### src/sv/tcw_pkg.sv
// Shared types, codes and constants of the text console writer.
package tcw_pkg;

    localparam int DEF_COLUMNS = 80;
    localparam int DEF_ROWS    = 25;

    // Widths that hold any legal geometry (up to 255 columns by 127 rows).
    localparam int COL_W  = 8;
    localparam int ROW_W  = 7;
    localparam int LIN_W  = 15;
    localparam int CHAR_W = 8;
    localparam int ATTR_W = 8;
    localparam int CELL_W = CHAR_W + ATTR_W;

    // Widths of the reported cursor fields.
    localparam int OUT_COL_W = 7;
    localparam int OUT_ROW_W = 5;
    localparam int OUT_LIN_W = 11;

    localparam int Q_DEPTH = 2;
    localparam int Q_PTR_W = $clog2(Q_DEPTH);
    localparam int Q_CNT_W = $clog2(Q_DEPTH + 1);

    localparam logic [ATTR_W-1:0] ATTR_RESET   = 8'h0F;
    localparam logic [CHAR_W-1:0] CH_BACKSPACE = 8'h08;
    localparam logic [CHAR_W-1:0] CH_NEWLINE   = 8'h0A;
    localparam logic [CHAR_W-1:0] CH_RETURN    = 8'h0D;
    localparam logic [CHAR_W-1:0] CH_BLANK     = 8'h20;

    typedef enum logic [2:0] {
        OP_PRINT    = 3'd0,
        OP_PUT_ATTR = 3'd1,
        OP_PUT_DEF  = 3'd2,
        OP_SET_CUR  = 3'd3,
        OP_CLEAR    = 3'd4,
        OP_READ     = 3'd5
    } t_op;

    typedef enum logic [3:0] {
        K_NOP,
        K_CHAR,
        K_NEWLINE,
        K_RETURN,
        K_BACKSPACE,
        K_PUT,
        K_IGNORE,
        K_SET_CUR,
        K_CLEAR,
        K_READ
    } t_kind;

    typedef struct packed {
        logic [2:0]        operation;
        logic [7:0]        character;
        logic signed [7:0] col_in;
        logic signed [7:0] row_in;
        logic [7:0]        attribute;
    } t_in_item;

    typedef struct packed {
        logic [OUT_COL_W-1:0] out_col;
        logic [OUT_ROW_W-1:0] out_row;
        logic [OUT_LIN_W-1:0] cursor_linear;
        logic [CHAR_W-1:0]    read_char;
        logic [ATTR_W-1:0]    read_attr;
        logic                 scrolled;
        logic                 ignored;
    } t_out_item;

    typedef struct packed {
        t_kind             kind;
        logic [CHAR_W-1:0] character;
        logic [ATTR_W-1:0] attribute;
        logic              use_default;
        logic [COL_W-1:0]  col;
        logic [ROW_W-1:0]  row;
        logic [LIN_W-1:0]  lin;
    } t_cmd;

    typedef struct packed {
        logic empty;
        logic full;
    } t_q_status;

endpackage

### src/sv/tcw_front.sv
// Front end: decodes an incoming item into a command for the execution side.
module tcw_front #(
    parameter int COLUMNS = tcw_pkg::DEF_COLUMNS,
    parameter int ROWS    = tcw_pkg::DEF_ROWS
) (
    input  tcw_pkg::t_in_item i_item,
    output tcw_pkg::t_cmd     o_cmd
);

    logic                      col_neg;
    logic                      row_neg;
    logic [tcw_pkg::COL_W-1:0] col_u;
    logic [tcw_pkg::ROW_W-1:0] row_u;
    logic                      col_hi;
    logic                      row_hi;
    logic                      in_range;
    logic [tcw_pkg::COL_W-1:0] col_c;
    logic [tcw_pkg::ROW_W-1:0] row_c;

    assign col_neg  = i_item.col_in[7];
    assign row_neg  = i_item.row_in[7];
    assign col_u    = tcw_pkg::COL_W'(i_item.col_in[6:0]);
    assign row_u    = tcw_pkg::ROW_W'(i_item.row_in[6:0]);
    assign col_hi   = col_u >= tcw_pkg::COL_W'(COLUMNS);
    assign row_hi   = row_u >= tcw_pkg::ROW_W'(ROWS);
    assign in_range = !col_neg && !col_hi && !row_neg && !row_hi;

    // Clamped position; equal to the raw one whenever the item is in range.
    assign col_c = col_neg ? '0 : (col_hi ? tcw_pkg::COL_W'(COLUMNS - 1) : col_u);
    assign row_c = row_neg ? '0 : (row_hi ? tcw_pkg::ROW_W'(ROWS - 1) : row_u);

    always_comb begin
        o_cmd             = '0;
        o_cmd.kind        = tcw_pkg::K_NOP;
        o_cmd.character   = i_item.character;
        o_cmd.attribute   = i_item.attribute;
        o_cmd.use_default = 1'b1;
        o_cmd.col         = col_c;
        o_cmd.row         = row_c;
        o_cmd.lin         = tcw_pkg::LIN_W'(row_c) * tcw_pkg::LIN_W'(COLUMNS)
                          + tcw_pkg::LIN_W'(col_c);
        unique case (tcw_pkg::t_op'(i_item.operation))
            tcw_pkg::OP_PRINT: begin
                case (i_item.character)
                    tcw_pkg::CH_NEWLINE:   o_cmd.kind = tcw_pkg::K_NEWLINE;
                    tcw_pkg::CH_RETURN:    o_cmd.kind = tcw_pkg::K_RETURN;
                    tcw_pkg::CH_BACKSPACE: o_cmd.kind = tcw_pkg::K_BACKSPACE;
                    default:               o_cmd.kind = tcw_pkg::K_CHAR;
                endcase
            end
            tcw_pkg::OP_PUT_ATTR: begin
                o_cmd.kind        = in_range ? tcw_pkg::K_PUT : tcw_pkg::K_IGNORE;
                o_cmd.use_default = 1'b0;
            end
            tcw_pkg::OP_PUT_DEF: begin
                o_cmd.kind = in_range ? tcw_pkg::K_PUT : tcw_pkg::K_IGNORE;
            end
            tcw_pkg::OP_SET_CUR: o_cmd.kind = tcw_pkg::K_SET_CUR;
            tcw_pkg::OP_CLEAR:   o_cmd.kind = tcw_pkg::K_CLEAR;
            tcw_pkg::OP_READ: begin
                o_cmd.kind = in_range ? tcw_pkg::K_READ : tcw_pkg::K_IGNORE;
            end
            default: o_cmd.kind = tcw_pkg::K_NOP;
        endcase
    end

endmodule

### config.mk
export PLATFORM = sky130hd
export DESIGN_NAME = tcw_front
export DESIGN_NICKNAME = d
export VERILOG_FILES = /design/src/sv/tcw_pkg.sv /design/src/sv/tcw_front.sv
export SDC_FILE = /design/constraint.sdc
export NUM_CORES = 1
export LEC_CHECK = 0
export CAP_MARGIN = 30
export CORE_MARGIN = 4
export CORE_UTILIZATION = 45
export DETAILED_ROUTE_END_ITERATION = 7
export DONT_BUFFER_PORTS = 1
export GPL_TIMING_DRIVEN = 0
export PLACE_DENSITY = 0.6
export REMOVE_ABC_BUFFERS = 1
export SYNTH_ARGS = -nofsm -noshare
export SYNTH_HDL_FRONTEND = slang
export SYNTH_SLANG_ARGS = --single-unit
export TNS_END_PERCENT = 1
### constraint.sdc
create_clock -name vclk -period 8.1
set_input_delay 2.43 -clock vclk [all_inputs]
set_output_delay 2.43 -clock vclk [all_outputs]
set_load 0.02 [all_outputs]
Word level (Yosys, flattened, before mapping) --
Cells that the tools add are included.
Word-level totals: register bits 0, input port bits 35, logic and storage cells 30
Cells by class: add/subtract/negate cells 1, multiply operators 1, $lt $le $gt $ge 2, eq/ne operators 8, mux-type cells 9, reductions and logical operators 9
Operator list (count):
- 7-bit two-way mux | 4
- 8-bit by 4-bit equality test with 1-bit output, second input constant | 3
- 4-bit case mux with 5 select lines | 1
- 14-bit by 7-bit adder with 15-bit output | 1
- 7-bit by 3-bit multiplier with 10-bit output, second input constant | 1
- 3-bit case mux with 3 select lines | 1
- 7-bit by 5-bit greater-or-equal comparator with 1-bit output, second input constant | 1
- 7-bit greater-or-equal comparator, second input constant | 1
- 3-bit by 2-bit equality test with 1-bit output, second input constant | 2
- 3-bit equality test, second input constant | 2
- 1-bit zero test | 4
- 4-bit two-way mux | 1
- 3-bit by 1-bit equality test with 1-bit output, second input constant | 1
- 1-bit logical AND | 3
- 3-bit zero test | 1
- 2-bit two-way mux | 1
- 2-bit OR reduction | 1
- 1-bit two-way mux | 1

Longest topological paths before layout --
depth in word-level cells 7, gate-level depth with buffers 10, gate-level depth less buffers 10

Least setup slack after synthesis --
OpenSTA, ideal clock, no wires.
path kind input -> output, from in i_item[15] in the netlist's numbering, to out o_cmd[12] in the netlist's numbering, arrival 5271 ps, setup slack 399 ps, stages 9, cells stage by stage or3_1 nor2_1 and2_1 ha_1 ha_1 fa_1 xor2_1 nand4b_1 o31ai_1
RTL lines:
- start, declared | RTL line tcw_front.sv:6 | input tcw_pkg::t_in_item i_item,
- end, declared | RTL line tcw_front.sv:7 | output tcw_pkg::t_cmd o_cmd

==> impl_metrics.json <==
{
  "drive_gt1_frac": 0.0490,
  "fin_nets": 150,
  "clockBufferCount": 0,
  "path_max_fanout": 5,
  "period_minus_slack_ns": 7.81,
  "io_pins": 86,
  "timing.max_cap.violations": 0,
  "first_pass_iters": 4,
  "detail-route-antenna-nets": 0,
  "grt_pass1_wl_um": 3130,
  "vias": 742,
  "synth.area.top_cells": "buf_4 22%, ha_1 13%, nor2_1 7.0%",
  "cp-end-kind": "primary output",
  "synth_top_area_frac": 0.220,
  "ir_worst_vdd_uv": 30.1,
  "routed_wl_um": 1910,
  "worst_slew_pin_slew_ns": 0.853,
  "path_class": "input pin to primary output",
  "ys_seq_area_frac": 0,
  "hold_path_class": "input pin to primary output",
  "gp_congestion": 0.807,
  "die-height_um": 51.5,
  "die_w_um": 51.5,
  "startpoint_type": "input pin",
  "cp.required_ns": 5.67,
  "fin_crit_sh": 0.964,
  "tns_ns": 0,
  "syn_inst": 121,
  "leakagePower_nw": 0.358,
  "layout.cells.non_filler": 127,
  "yosys.area.top_type": "buf_4",
  "place.detailed.hpwl_um": 1700,
  "rows": 15,
  "cts_setup_buffers": 0,
  "final-max-slew-violation-count": 0,
  "drtIter0Drc": 4,
  "die_area_um2": 2660,
  "rsz0062_at_grt": "no",
  "synth_cell_types": 33,
  "syn_area_um2": 853,
  "drt-vias-per-instance": 5.84,
  "design.seq.count": 0,
  "p_per_area_nw_per_um2": 60.7,
  "grt_start_max_net_pins": 10,
  "syn_avg_cell_area_um2": 7.05,
  "numPortBuffers": 0,
  "syn_to_final_growth_pct": -13.9,
  "start_util": 0.484,
  "grt_pass1_vias": 729,
  "grt-ovfl-total": 0,
  "regArea_um2": 0,
  "cp-startpoint": "i_item[15]",
  "slew_headroom": 0.430,
  "setup_viol": 0,
  "hold_violations": 0,
  "track_usage": 0.144,
  "antenna_found_initial": 0,
  "synth_common_cells": "25 x buf_4, 16 x nor2_1, 9 x ha_1, 8 x a21oi_1, 5 x xor2_1",
  "hold_depth": 0,
  "max_freq_mhz": 128,
  "wl_per_cell_um": 15.1,
  "core_area_um2": 1760,
  "synth.most_common_cell": "buf_4",
  "placed_cells": 125,
  "worstSetupEndpoint": "o_cmd[12]",
  "status": "complete, no violations",
  "diodes": 0,
  "layout.core_utilization": 0.416,
  "cp_data_arrival_time_ns": 5.38,
  "synth_warnings": 0,
  "drc": 0
}
[power by group]
group / leakage (nW) / switching (mW) / internal, mW
Clock: 0 / 0 / 0
Combinational: 0.358 / 0.0316 / 0.0129
Sequential: 0 / 0 / 0
[metrics by stage]
stage	setup WS [ns]	total power, mW	area [µm²]	hold WS [ns]
finish	0.288	0.0445	734	4.86
global route	0.0344	0.0493	734	4.86
CTS	0.116	0.0440	712	4.86
detailed placement	0.120	0.0437	712	4.86
global placement	0.175	0.0434	712	4.86
floorplan	0.399	0.0396	681	4.86
[area by class of cell]
class	instances	area [µm²]
multi-input cells	97	674
inverters	3	11.3
well taps	25	31.3
repair buffers	2	17.5
fillers	192	1030
[per-layer routing]
layer | wire (µm) | GRT usage
met3 | 319 | 0.0860
met2 | 858 | 0.239
met1 | 721 | 0.163
met4 | 13 | 0.0131
met5 | 0 | 0
[worst max-delay path, stage by stage]
cell and delay, ns:
or3_1 0.44, nor2_1 0.19, and2_1 0.37, ha_1 0.31, ha_1 0.23, fa_1 0.41
xor2_1 0.29, nand4b_1 0.21, o31ai_2 0.51
[placed cells by master (no fill, tap or decap)]
cell type | Yosys | routed
nand2b_1 | 2 | 2
and2_1 | 3 | 3
o311a_1 | 1 | 1
a21o_1 | 2 | 2
nand3_1 | 3 | 3
o21a_1 | 1 | 1
nand4b_1 | 2 | 2
a31oi_1 | 1 | 1
nand2_1 | 3 | 3
nor4_1 | 3 | 3
fa_1 | 2 | 2
o31ai_2 | 0 | 1
and3b_1 | 1 | 1
nor3b_1 | 3 | 3
clkbuf_2 | 0 | 1
nor2_1 | 16 | 16
conb_1 | 1 | 7
xor2_1 | 5 | 5
a21oi_1 | 8 | 8
a211o_1 | 2 | 2
dlymetal6s2s_1 | 0 | 1
nor4_4 | 1 | 1
nand3b_1 | 1 | 1
or3_1 | 1 | 1
xnor2_1 | 4 | 4
nor3_1 | 4 | 4
or2_2 | 2 | 2
inv_1 | 3 | 3
ha_1 | 9 | 9
nor2b_1 | 3 | 3
a311oi_1 | 1 | 1
and3_1 | 2 | 2
o21ai_0 | 3 | 3
[worst min-delay path by stage]
stage,start,to
after floorplan,i_item[0],o_cmd[31]
after global placement,i_item[1],o_cmd[32]
after detailed placement,i_item[1],o_cmd[32]
after CTS,i_item[1],o_cmd[32]
after global routing,i_item[24],o_cmd[39]
final,i_item[24],o_cmd[39]
[timing repair]
action                                  4_1_cts  5_1_grt
endpoints found under the setup margin        0        1
resized for setup                             0        1
hold buffers                                  0        0
[cell families after synthesis]
group	synth area share
compound gates	0.150
fa+ha+maj	0.179
xor+xnor	0.0924
buf+inv	0.242
other cells	0.00439
simple gates	0.333
(Power assumes the default switching activity.)
