### src/sv/tcw_pkg.sv
// Shared types, codes and constants of the text console writer.
package tcw_pkg;

    localparam int DEF_COLUMNS = 80;
    localparam int DEF_ROWS    = 25;

    // Widths that hold any legal geometry (up to 255 columns by 127 rows).
    localparam int COL_W  = 8;
    localparam int ROW_W  = 7;
    localparam int LIN_W  = 15;
    localparam int CHAR_W = 8;
    localparam int ATTR_W = 8;
    localparam int CELL_W = CHAR_W + ATTR_W;

    // Widths of the reported cursor fields.
    localparam int OUT_COL_W = 7;
    localparam int OUT_ROW_W = 5;
    localparam int OUT_LIN_W = 11;

    localparam int Q_DEPTH = 2;
    localparam int Q_PTR_W = $clog2(Q_DEPTH);
    localparam int Q_CNT_W = $clog2(Q_DEPTH + 1);

    localparam logic [ATTR_W-1:0] ATTR_RESET   = 8'h0F;
    localparam logic [CHAR_W-1:0] CH_BACKSPACE = 8'h08;
    localparam logic [CHAR_W-1:0] CH_NEWLINE   = 8'h0A;
    localparam logic [CHAR_W-1:0] CH_RETURN    = 8'h0D;
    localparam logic [CHAR_W-1:0] CH_BLANK     = 8'h20;

    typedef enum logic [2:0] {
        OP_PRINT    = 3'd0,
        OP_PUT_ATTR = 3'd1,
        OP_PUT_DEF  = 3'd2,
        OP_SET_CUR  = 3'd3,
        OP_CLEAR    = 3'd4,
        OP_READ     = 3'd5
    } t_op;

    typedef enum logic [3:0] {
        K_NOP,
        K_CHAR,
        K_NEWLINE,
        K_RETURN,
        K_BACKSPACE,
        K_PUT,
        K_IGNORE,
        K_SET_CUR,
        K_CLEAR,
        K_READ
    } t_kind;

    typedef struct packed {
        logic [2:0]        operation;
        logic [7:0]        character;
        logic signed [7:0] col_in;
        logic signed [7:0] row_in;
        logic [7:0]        attribute;
    } t_in_item;

    typedef struct packed {
        logic [OUT_COL_W-1:0] out_col;
        logic [OUT_ROW_W-1:0] out_row;
        logic [OUT_LIN_W-1:0] cursor_linear;
        logic [CHAR_W-1:0]    read_char;
        logic [ATTR_W-1:0]    read_attr;
        logic                 scrolled;
        logic                 ignored;
    } t_out_item;

    typedef struct packed {
        t_kind             kind;
        logic [CHAR_W-1:0] character;
        logic [ATTR_W-1:0] attribute;
        logic              use_default;
        logic [COL_W-1:0]  col;
        logic [ROW_W-1:0]  row;
        logic [LIN_W-1:0]  lin;
    } t_cmd;

    typedef struct packed {
        logic empty;
        logic full;
    } t_q_status;

endpackage

### src/sv/tcw_queue.sv
// Two-entry command queue between the front end and the execution side.
module tcw_queue (
    input  logic               i_clk,
    input  logic               i_rst_n,
    input  logic               i_push,
    input  tcw_pkg::t_cmd      i_wdata,
    input  logic               i_pop,
    output tcw_pkg::t_cmd      o_rdata,
    output tcw_pkg::t_q_status o_status
);

    tcw_pkg::t_cmd               r_slot [tcw_pkg::Q_DEPTH];
    logic [tcw_pkg::Q_PTR_W-1:0] r_wr;
    logic [tcw_pkg::Q_PTR_W-1:0] r_rd;
    logic [tcw_pkg::Q_CNT_W-1:0] r_count;
    logic [tcw_pkg::Q_PTR_W-1:0] n_wr;
    logic [tcw_pkg::Q_PTR_W-1:0] n_rd;
    logic [tcw_pkg::Q_CNT_W-1:0] n_count;

    localparam logic [tcw_pkg::Q_PTR_W-1:0] LAST = tcw_pkg::Q_PTR_W'(tcw_pkg::Q_DEPTH - 1);

    assign o_rdata         = r_slot[r_rd];
    assign o_status.empty  = r_count == '0;
    assign o_status.full   = r_count == tcw_pkg::Q_CNT_W'(tcw_pkg::Q_DEPTH);

    always_comb begin
        n_wr    = r_wr;
        n_rd    = r_rd;
        n_count = r_count;
        if (i_push) begin
            n_wr = (r_wr == LAST) ? '0 : r_wr + 1'b1;
        end
        if (i_pop) begin
            n_rd = (r_rd == LAST) ? '0 : r_rd + 1'b1;
        end
        if (i_push && !i_pop) begin
            n_count = r_count + 1'b1;
        end else if (!i_push && i_pop) begin
            n_count = r_count - 1'b1;
        end
    end

    always_ff @(posedge i_clk) begin
        if (!i_rst_n) begin
            r_wr    <= '0;
            r_rd    <= '0;
            r_count <= '0;
        end else begin
            r_wr    <= n_wr;
            r_rd    <= n_rd;
            r_count <= n_count;
        end
    end

    always_ff @(posedge i_clk) begin
        if (i_push) begin
            r_slot[r_wr] <= i_wdata;
        end
    end

endmodule

### config.mk
export PLATFORM = sky130hd
export DESIGN_NAME = tcw_queue
export DESIGN_NICKNAME = d
export VERILOG_FILES = /design/src/sv/tcw_pkg.sv /design/src/sv/tcw_queue.sv
export SDC_FILE = /design/constraint.sdc
export NUM_CORES = 1
export LEC_CHECK = 0
export ABC_CLOCK_PERIOD_IN_PS = 9500
export BUFFER_PORTS_ARGS = -buffer_cell sky130_fd_sc_hd__buf_2
export CAP_MARGIN = 20
export CORE_MARGIN = 5
export CORE_UTILIZATION = 52
export CTS_BUF_LIST = sky130_fd_sc_hd__clkbuf_8
export CTS_CLUSTER_DIAMETER = 50
export DETAILED_ROUTE_END_ITERATION = 8
export GPL_TIMING_DRIVEN = 0
export PLACE_DENSITY = 0.84
export SYNTH_ARGS = -nofsm -noshare
export SYNTH_HDL_FRONTEND = slang
export SYNTH_SLANG_ARGS = --single-unit
### constraint.sdc
create_clock -name i_clk -period 9.5 [get_ports i_clk]
set_input_delay 1.425 -clock i_clk [delete_from_list [all_inputs] [get_ports i_clk]]
set_output_delay 1.425 -clock i_clk [all_outputs]
set_load 0.01 [all_outputs]
# ---- Word level (Yosys, flattened, before mapping)
# Memory sizes are Yosys's and may differ from the RTL's. A register that Yosys moved wholly into a read port is not among the register bits.
# Index checks and enable logic that the tools add are counted.
dict set report word_totals {
  ff_bits 4
  mem_bits_rw 102
  input_bits 55
  output_inout_bits 53
  wordCells 23
  n_memories 1
}
dict set report op_classes {
  addsub 4
  n_eq_ne 1
  mux 8
  n_reduce_logical 6
}
# name depth width rd rd_ports_with_merged_regs wr line_no
set mem_list {}
lappend mem_list {r_slot 2 51 1 1 1 tcw_queue.sv:12} ;# tcw_pkg::t_cmd r_slot [tcw_pkg::Q_DEPTH];
# operator count
set ops {}
lappend ops {{$mux 1} 6}
lappend ops {{$mux 2} 2}
lappend ops {{$add 1x1->1 const B} 2}
lappend ops {{$add 2x1->2 const B} 1}
lappend ops {{$eq 2x2->1 const B} 1}
lappend ops {{$logic_and 1x1->1} 2}
lappend ops {{$logic_not 1->1} 2}
lappend ops {{$logic_not 2->1} 1}
lappend ops {{$reduce_bool 2->1} 1}
lappend ops {{$sub 2x1->2 const B} 1}

# ---- Longest topological paths before layout
# Gate-level depths: netlist of run 1.
dict set report logic_depth {
  word_depth 4
  ltp_mapped 5
  depth_no_buf 5
}

# ---- Worst setup path before layout of run 1
# OpenSTA, ideal clock, no wires.
dict set report synth_timing {
  path_kind {input to register}
  start {input i_push}
  end {memory r_slot[0][0] (netlist bit) (enable)}
  setup_ps 467
  arrival_time_ps 3715
  required_time_ps 9033
  slack_ps 5318
  cell_stages 1
  path_buffers 0
  cell_sequence {nor2b_1}
}
dict set report synth_via {
  elab_chain_cells 2
}
# item line_no
set synth_lines {}
lappend synth_lines {{from (decl)} tcw_queue.sv:5} ;# input logic i_push,
lappend synth_lines {{$mux 1} tcw_queue.sv:56} ;# if (i_push) begin
lappend synth_lines {{$mux 1 (implied by the code)} tcw_queue.sv:57} ;# r_slot[r_wr] <= i_wdata;
lappend synth_lines {{to (decl)} tcw_queue.sv:12}
# Every way passes these cells.

==> results of run 1 <==
[metal layers]
layer	global-route usage, %	wire, um	up-vias	part of all wire (%)
met2	26.95	3618	62	54
met4	4.556	63	0	0.94
met1	17.39	2562	977	38
met3	5.422	491	6	7.3
li1	-	-	945	-
met5	0	0	-	0
[worst reg2reg max path, stage by stage (launching register included)]
cell and delay, ns:
dfxtp_1 0.39, and2_2 0.61, buf_12 0.27
[state kept, by name, summed over array words and instances, names as in the netlist, named ones only]
register  count
r_count       2
r_wr          1
r_rd          1
r_slot      102
[area by class of cell]
cell class,count,area (um^2)
buffer,6,37.54
clock inverter,7,73.82
sequential,107,3163
fill,532,2454
inverter,1,3.754
clock buffer,9,123.9
tap,99,123.9
timing repair buffer,109,575.6
multi-input combinational,67,698.2
[cell usage in the layout (no fill, tap or decap)]
cell type	synthesis	final
a21boi_1	1	1
and2_1	4	3
and2_2	0	1
and2b_2	1	1
buf_12	0	2
buf_2	3	110
buf_4	3	3
bufinv_16	0	1
clkbuf_8	0	9
clkinv_1	0	1
clkinv_2	0	1
clkinv_4	0	1
dfxtp_1	5	5
edfxtp_1	102	102
ha_1	1	1
inv_1	1	1
inv_6	0	3
mux2_2	51	51
nor2_1	1	1
nor2b_1	2	1
nor2b_4	0	1
o21a_1	1	1
o21ai_0	1	1
or3_1	1	1
xnor2_1	1	1
xor2_1	2	2
[worst max-delay path by stage]
stage | end | depth (start not counted)
after floorplan | r_slot[0][0] | 1
after global placement | r_slot[0][46] | 2
after detailed placement | r_slot[1][46] | 3
after CTS | o_rdata[48] | 4
after global routing | o_rdata[48] | 4
final | o_rdata[48] | 4
[cells by family (layout without fill, tap and decap cells)]
logic type	count (synthesis)	after routing
mux	51	51
xor+xnor	3	3
compound gates	3	3
fa+ha+maj	1	1
buf+inv	7	132
flops	107	107
simple gates	9	9
[cells in the mapped netlist]
cell type	count
and2b_2	1
ha_1	1
o21ai_0	1
or3_1	1
inv_1	1
nor2b_1	2
and2_1	4
nor2_1	1
xnor2_1	1
buf_4	3
a21boi_1	1
o21a_1	1
buf_2	3
mux2_2	51
xor2_1	2
edfxtp_1	102
dfxtp_1	5
[where the power goes]
group / internal [mW] / switching [mW] / total (mW)
Combinational: 0.0543 / 0.0549 / 0.109
Sequential: 0.544 / 0.00690 / 0.550
Clock: 0.124 / 0.150 / 0.274
==> reports/qor.csv, run 1 <==
metric,value,unit
syn_area,3894,um^2
insertion_delay,0.36,ns
postRouteAntennaNets,0,
wl_per_cell,16.63,um
place.gp.congestion,0.6359,
grt_pass1_vias,2097,
finalSetupViolCount,0,
clock_skew,0.008275,ns
preCtsSetupSlack,6.734,ns
power_density,194.5,nW/um^2
r2r-start,r_wr,
path_clk_slew,0.10,ns
grt_first_pass_wirelength,10180,um
synthSimpleGateAreaFrac,1.446,%
power.leakage,1.824,nW
dp.final_hpwl,4777,um
holdPathEnd,r_count[1],
cts-root-buf,clkbuf_8,
dp_cells,389,
rows,31,
synth_fa_ha_area_share,0.3213,%
finalHoldViolCount,0,
synthTopCellsByArea,"edfxtp_1 79%, mux2_2 15%, dfxtp_1 2.6%",
worstPathMaxFanout,10,
min_path_type,reg -> reg,
dr.pass1.iters,6,
fin_hold_ws,0.5207,ns
ys_types,17,
drt-initial-drc-count,70,
synth_seq_cells,107,
synth_top_area_share,78.66,%
area_growth,23.26,%
cap_viol_max_count,0,
vias_per_cell,4.914,
clockBufferDepth,2,
htreeDepth,3,
drc,0,
cts_resized,0,
fin_crit_sh,32.16,%
crit_buf_inv,3,
die_h,96.53,um
power,0.9337,mW
slew_violations,0,
status,finished clean,
synth_nets,237,
synth_cells,181,
synth_top_family_by_area,multiplexers,
io_pins,108,
grt-ovfl-total,0,
rsz0062_at_grt,no,
io_buffers,107,
ys_seq_area_share,81.23,%
slowest_stage,mux2_2,
vias,1990,
synth-xor-area-share,0.6748,%
holdPathStages,2,
clock-sinks,107,
drive_gt1_share,60.13,%
max_freq,327.3,MHz
die-area,9318,um^2
die_w,96.53,um
crit_top_cell,buf_2,
end_kind,primary output,
reg2regPathDepth,2,
worst_hold_startpoint,r_count[1],
fin_crit,3.055,ns
avgSynthCellArea,21.51,um^2
fin_setup_tns,0,ns
worst_path_largest_cell_delay,0.37,ns
required,8.08,ns
grt_max_degree,33,
cp-start-kind,register,
maxSlewHeadroom,54.76,%
start_util,53.68,%
grt_use_total,15.26,%
synth_compound_area_share,0.5141,%
synth_warnings,0,
wl,6736,um
design_area,4800,um^2
critPathKind,reg -> out,
crit_path_cell_trace,buf_2 > buf_2 > mux2_2 > buf_2,
cts_tree,done,
place_area,4602,um^2
core_area,7253,um^2
final_nets,357,
crit_family,buffers and inverters,
cts_buffers,9,
fin_util,66.17,%
grt_antenna_before_repair,0,
vdd_ir_drop_max,0.1026,mV
tightest_slew,0.6786,ns
hold_buffers,0,
postCtsSetupBuffers,0,
layout.cells.non_filler,405,
synth_top_cell_by_area,edfxtp_1,
arrival,1.63,ns
diodes,0,
setup_slack,6.445,ns
r2r_end,r_slot[1][33],
muxShareOfSynthArea,14.75,%
regToRegSetupSlack,7.92,ns
(Power assumes the default switching activity.)
==> run 2: changes to the inputs <==
==> config.mk (replaced) <==
export PLATFORM = sky130hd
export DESIGN_NAME = tcw_queue
export DESIGN_NICKNAME = d
export VERILOG_FILES = /design/src/sv/tcw_pkg.sv /design/src/sv/tcw_queue.sv
export SDC_FILE = /design/constraint.sdc
export NUM_CORES = 1
export LEC_CHECK = 0
export ABC_AREA = 1
export ABC_CLOCK_PERIOD_IN_PS = 2700
export BUFFER_PORTS_ARGS = -buffer_cell sky130_fd_sc_hd__buf_2
export CAP_MARGIN = 20
export CORE_MARGIN = 5
export CORE_UTILIZATION = 49
export CTS_BUF_LIST = sky130_fd_sc_hd__clkbuf_8
export CTS_CLUSTER_DIAMETER = 50
export DETAILED_ROUTE_END_ITERATION = 8
export GPL_TIMING_DRIVEN = 0
export PLACE_DENSITY = 0.83
export SYNTH_ARGS = -nofsm -noshare
export SYNTH_HDL_FRONTEND = slang
export SYNTH_SLANG_ARGS = --single-unit
==> constraint.sdc (replaced) <==
create_clock -name i_clk -period 2.7 [get_ports i_clk]
set_input_delay 0.405 -clock i_clk [delete_from_list [all_inputs] [get_ports i_clk]]
set_output_delay 0.405 -clock i_clk [all_outputs]
set_load 0.01 [all_outputs]
==> run 2 against run 1 <==
Net effect:
- clock-buffer cell count did not move
- global-route usage fell by 1.9 points
- synthesized area rose by 6.9%
- core utilization decreased by 4.9 points
- critical path depth unchanged
- largest power group unchanged
- highest routed layer is now met5
==> reports/qor.csv, run 2 <==
metric,value,unit
status,finished clean,
start_util,50.42,%
diodes,0,
rows,33,
largest_reg_flops,102,
max_freq,531.5,MHz
synth_edf_count,102,
dp.final_hpwl,4770,um
finalHoldViolCount,0,
wl,6821,um
clockBufferDepth,2,
r2r_end,r_slot[0][35],
setup_slack,0.8186,ns
worstPathMaxFanout,10,
async_flop_share,0,%
min_path_type,in -> reg,
grt-ovfl-total,0,
power,3.248,mW
cap_viol_max_count,0,
top_regs,"r_slot: 102 flops, r_count: 2 flops",
r2r-start,r_wr,
final_nets,370,
synth_warnings,0,
path_clk_slew,0.10,ns
arrival,1.48,ns
die_w,102.2,um
fin_crit_sh,69.68,%
pwr-share-comb,12.8,%
slowest_stage,dfxtp_1,
critPathKind,reg -> out,
dr.pass1.iters,4,
p_int,2.487,mW
synth_cells,194,
fin_crit,1.881,ns
vdd_ir_drop_max,0.3016,mV
die_h,102.2,um
die-area,10440,um^2
synth_nets,250,
synth_top_cell_by_area,edfxtp_1,
mostFrequentLayoutCells,"107 x buf_2, 102 x edfxtp_1, 50 x mux2_4",
power.leakage,2.053,nW
worst_path_largest_cell_delay,0.34,ns
yosysMostFrequentCell,edfxtp_1,
required,2.30,ns
layout.cells.non_filler,424,
synth_top_area_share,73.56,%
synth_ff_type,edfxtp_1,
reg2regPathDepth,2,
clock-sinks,107,
fillers,617,
dp_cells,408,
ys_types,14,
drive_gt1_share,57.37,%
preCtsSetupSlack,0.8781,ns
grt_antenna_before_repair,1,
largest_register,r_slot,
area_growth,21.57,%
regToRegSetupSlack,1.14,ns
vias_per_cell,4.908,
hold_buffers,0,
clock_skew,0.007027,ns
grt_pass1_vias,2166,
io_pins,108,
design_area,5062,um^2
drc,0,
postRouteAntennaNets,0,
seqPwrFrac,59.7,%
core_area,8258,um^2
drt-initial-drc-count,68,
power_density,641.6,nW/um^2
place_area,4878,um^2
vias,2081,
cts_buffers,9,
grt_use_total,13.33,%
wl_per_cell,16.09,um
end_kind,primary output,
cts_resized,0,
htreeDepth,3,
place.gp.congestion,0.6832,
io_buffers,107,
rsz0062_at_grt,no,
crit_path_cell_trace,buf_6 > buf_12 > mux2_4 > buf_2,
postCtsSetupBuffers,0,
synthTopCellsByArea,"edfxtp_1 74%, mux2_4 18%, buf_12 2.4%",
synthTopCellsByCount,"102 x edfxtp_1, 50 x mux2_4, 9 x nor2_1",
cp-start-kind,register,
final_common_cell,buf_2,
clock_power_share,27.5,%
crit_path_end,o_rdata[8],
maxSlewHeadroom,49.52,%
cts-root-buf,clkbuf_8,
grt_first_pass_wirelength,10320,um
synth_seq_cells,107,
syn_area,4164,um^2
ys_seq_area_share,75.96,%
cts_tree,done,
slew_violations,0,
fin_setup_tns,0,ns
avgSynthCellArea,21.46,um^2
sw_frac_of_total,23.42,%
p_switching,0.7606,mW
finalSetupViolCount,0,
insertion_delay,0.36,ns
tightest_slew,0.7554,ns
grt_max_degree,40,
[run 2: how the worst min path moves through the flow]
stage,startpoint,end,slack [ns],cells after the start
floorplan,r_rd,register,0.46,2
global placement,r_rd,r_rd,0.48,2
detailed placement,r_rd,register,0.49,2
CTS,i_wdata[25],r_slot[0][25],0.20,1
global route,i_wdata[25],r_slot[0][25],0.19,1
finish,i_wdata[16],r_slot[1][16],0.23,1
[run 2: power groups by stage]
stage          clock (mW)  combinational (mW)  sequential [mW]
3_5_place_dp            0               0.423             1.98
2_1_floorplan           0               0.261             1.97
3_3_place_gp            0               0.403             1.98
6_report            0.892               0.417             1.94
5_1_grt             0.995               0.446             1.95
4_1_cts             0.927               0.424             1.94
[run 2: cell families (layout without fill, tap and decap cells)]
| kind of cell | Yosys count | count (layout) | share of synthesized area, % |
|---|---|---|---|
| AO/OA/AOI/OAI | 2 | 2 | 0.2402 |
| adder cells (fa/ha/maj) | 1 | 1 | 0.3004 |
| buffers and inverters | 14 | 139 | 3.396 |
| flip-flops | 107 | 107 | 75.96 |
| multiplexers | 51 | 51 | 18.30 |
| AND/OR/NAND/NOR | 19 | 19 | 1.803 |
[run 2: per-stage QoR]
stage	util, %	hold WS, ns
global route	61.30	0.1932
detailed placement	59.08	0.4880
CTS	61.30	0.2006
global placement	58.53	0.4752
floorplan	-	0.4635
finish	61.30	0.2288
[run 2: final cells by class]
| type | count | area (um^2) | area share, % |
|---|---|---|---|
| flip-flops and latches | 107 | 3163 | 62.48 |
| repair buffers | 109 | 575.6 | 11.37 |
| plain buffers | 6 | 111.4 | 2.200 |
| clock inverters | 7 | 60.06 | 1.186 |
| well taps | 105 | 131.4 | 2.595 |
| inverters | 8 | 30.03 | 0.5932 |
| clock buffers | 9 | 123.9 | 2.447 |
| multi-input cells | 73 | 867.1 | 17.13 |
[run 2: metal layers]
metal  up-vias  GRT usage, %  wire length (um)  share of wire (%)
li1        978             -                 -                  -
met2        74         23.29              3520                 52
met3         8         4.437               591                8.7
met5         -             0                11               0.16
met4         2         4.541                68                1.0
met1      1019         15.43              2628                 39
[run 2: worst max-delay path: cells and delay by family, from the launching register on]
family   cells  cell delay, ns
flops        1            0.34
buf+inv      3            0.48
mux          1            0.31
==> run 3: changes to the inputs <==
--- a/config.mk
+++ b/config.mk
@@ -6,16 +6,16 @@
 export NUM_CORES = 1
 export LEC_CHECK = 0
 export ABC_AREA = 1
-export ABC_CLOCK_PERIOD_IN_PS = 2700
+export ABC_CLOCK_PERIOD_IN_PS = 1800
 export BUFFER_PORTS_ARGS = -buffer_cell sky130_fd_sc_hd__buf_2
 export CAP_MARGIN = 20
 export CORE_MARGIN = 5
-export CORE_UTILIZATION = 49
+export CORE_UTILIZATION = 52
 export CTS_BUF_LIST = sky130_fd_sc_hd__clkbuf_8
 export CTS_CLUSTER_DIAMETER = 50
 export DETAILED_ROUTE_END_ITERATION = 8
 export GPL_TIMING_DRIVEN = 0
-export PLACE_DENSITY = 0.83
+export PLACE_DENSITY = 0.84
 export SYNTH_ARGS = -nofsm -noshare
 export SYNTH_HDL_FRONTEND = slang
 export SYNTH_SLANG_ARGS = --single-unit
==> constraint.sdc (replaced) <==
create_clock -name i_clk -period 1.8 [get_ports i_clk]
set_input_delay 0.27 -clock i_clk [delete_from_list [all_inputs] [get_ports i_clk]]
set_output_delay 0.27 -clock i_clk [all_outputs]
set_load 0.01 [all_outputs]
==> run 3 against run 2 <==
Net effect:
- core utilization rose by 3.6 points
- cell count decreased by 0.71%
- sequential power up 50%
- cell area fell by 0.42%
- worst hold slack lost 0.14 ns
- combinational power increased by 50%
- register-to-register slack lost 0.91 ns
- critical path type unchanged
- largest cell class unchanged
- sequential cell count stayed put
- clock power is 39% higher
- sequential share of layout area rose by 0.26 points
==> reports/qor.csv, run 3 (synthesis results as in run 2) <==
metric,value,unit
vias,2053,
io_buffers,107,
max_freq,578.6,MHz
worstPathMaxFanout,10,
cap_viol_max_count,0,
power,4.778,mW
start_util,53.61,%
io_pins,108,
setup_slack,0.07169,ns
die_w,99.49,um
vdd_ir_drop_max,0.5599,mV
clock-sinks,107,
grt_antenna_before_repair,0,
vias_per_cell,4.876,
mostFrequentLayoutCells,"107 x buf_2, 102 x edfxtp_1, 50 x mux2_4",
final_nets,370,
status,finished clean,
dp_cells,405,
tightest_slew,0.7924,ns
critPathKind,reg -> out,
place.gp.congestion,0.7225,
grt-ovfl-total,0,
final_common_cell,buf_2,
end_kind,primary output,
fin_crit,1.728,ns
power_density,947.8,nW/um^2
finalHoldViolCount,0,
area_growth,21.06,%
wl_per_cell,15.90,um
layout.cells.non_filler,421,
multi_input_comb_area,867.1,um^2
rows,32,
postCtsSetupBuffers,0,
finalSetupViolCount,0,
clockBufferDepth,2,
die_h,99.49,um
drive_gt1_share,57.05,%
cts-root-buf,clkbuf_8,
slew_violations,0,
rsz0062_at_grt,no,
holdPathStages,1,
fin_util,64.90,%
clock_skew,0.01220,ns
fillers,576,
htreeDepth,3,
required,1.53,ns
top_regs,"r_slot: 102 flops, r_count: 2 flops",
largest_reg_flops,102,
seq_area,3163,um^2
core_area,7767,um^2
drc,0,
maxSlewHeadroom,47.05,%
grt_pass1_vias,2160,
preCtsSetupSlack,0.06696,ns
reg2regPathDepth,2,
insertion_delay,0.36,ns
postRouteAntennaNets,0,
design_area,5041,um^2
cts_tree,done,
power.leakage,2.050,nW
path_clk_slew,0.10,ns
die-area,9897,um^2
grt_first_pass_wirelength,10490,um
dp.final_hpwl,4788,um
place_area,4875,um^2
fin_crit_sh,96.02,%
min_path_type,in -> reg,
hold_buffers,0,
dr.pass1.iters,4,
diodes,0,
cts_resized,0,
grt_max_degree,28,
wl,6696,um
grt_use_total,14.06,%
cts_buffers,9,
arrival,1.46,ns
drt-initial-drc-count,61,
largest_register,r_slot,
cp-start-kind,register,
run 3: changes by cell type in the layout (fill, tap and decap cells not counted):
cell	previous run	this run
clkinv_2	0	2
inv_6	1	2
clkinv_4	2	0
inv_1	7	8
inv_8	2	0
run 3: worst paths after layout:
| path | end | start | slack, ns |
|---|---|---|---|
| setup / recovery | o_rdata[32] | register | 0.07 |
| hold / removal | r_slot[1][42] | i_wdata[42] | 0.09 |
| setup reg to reg | r_slot[0][19] | r_wr | 0.23 |
| hold reg to reg | register | r_rd | 0.52 |
run 3: per-stage QoR:
stage | hold WS (ns) | setup TNS, ns
final | 0.09023 | 0
after global routing | 0.07320 | 0
after CTS | 0.06995 | 0
after detailed placement | 0.4607 | 0
after global placement | 0.4571 | -41.49
after floorplan | 0.3689 | -3.201
run 3: report_power, final:
group          switching [mW]  total (mW)  internal (mW)
clock network           0.746        1.24          0.499
logic                   0.294       0.625          0.331
registers              0.0363        2.91           2.87
run 3: cell type report:
cell class                 instances  share of cell area (%)
buffer                             6                   2.209
timing repair buffer             109                   11.42
sequential                       107                   62.75
clock inverter                     7                  0.8439
tap                              102                   2.532
multi-input combinational         73                   17.20
clock buffer                       9                   2.457
inverter                           8                  0.5957
run 3: per-layer routing:
metal  GRT usage (%)  up-vias  wire (um)
met2           25.21       75       3685
met5               0        -          0
met1           15.53      991       2432
met4           6.303        0         89
met3           3.857        8        488
li1                -      979          -
run 3: worst max-delay path: stages, from the launching register on:
cell	delay, ns
dfxtp_1	0.33
buf_6	0.17
buf_12	0.16
mux2_4	0.31
buf_2	0.14
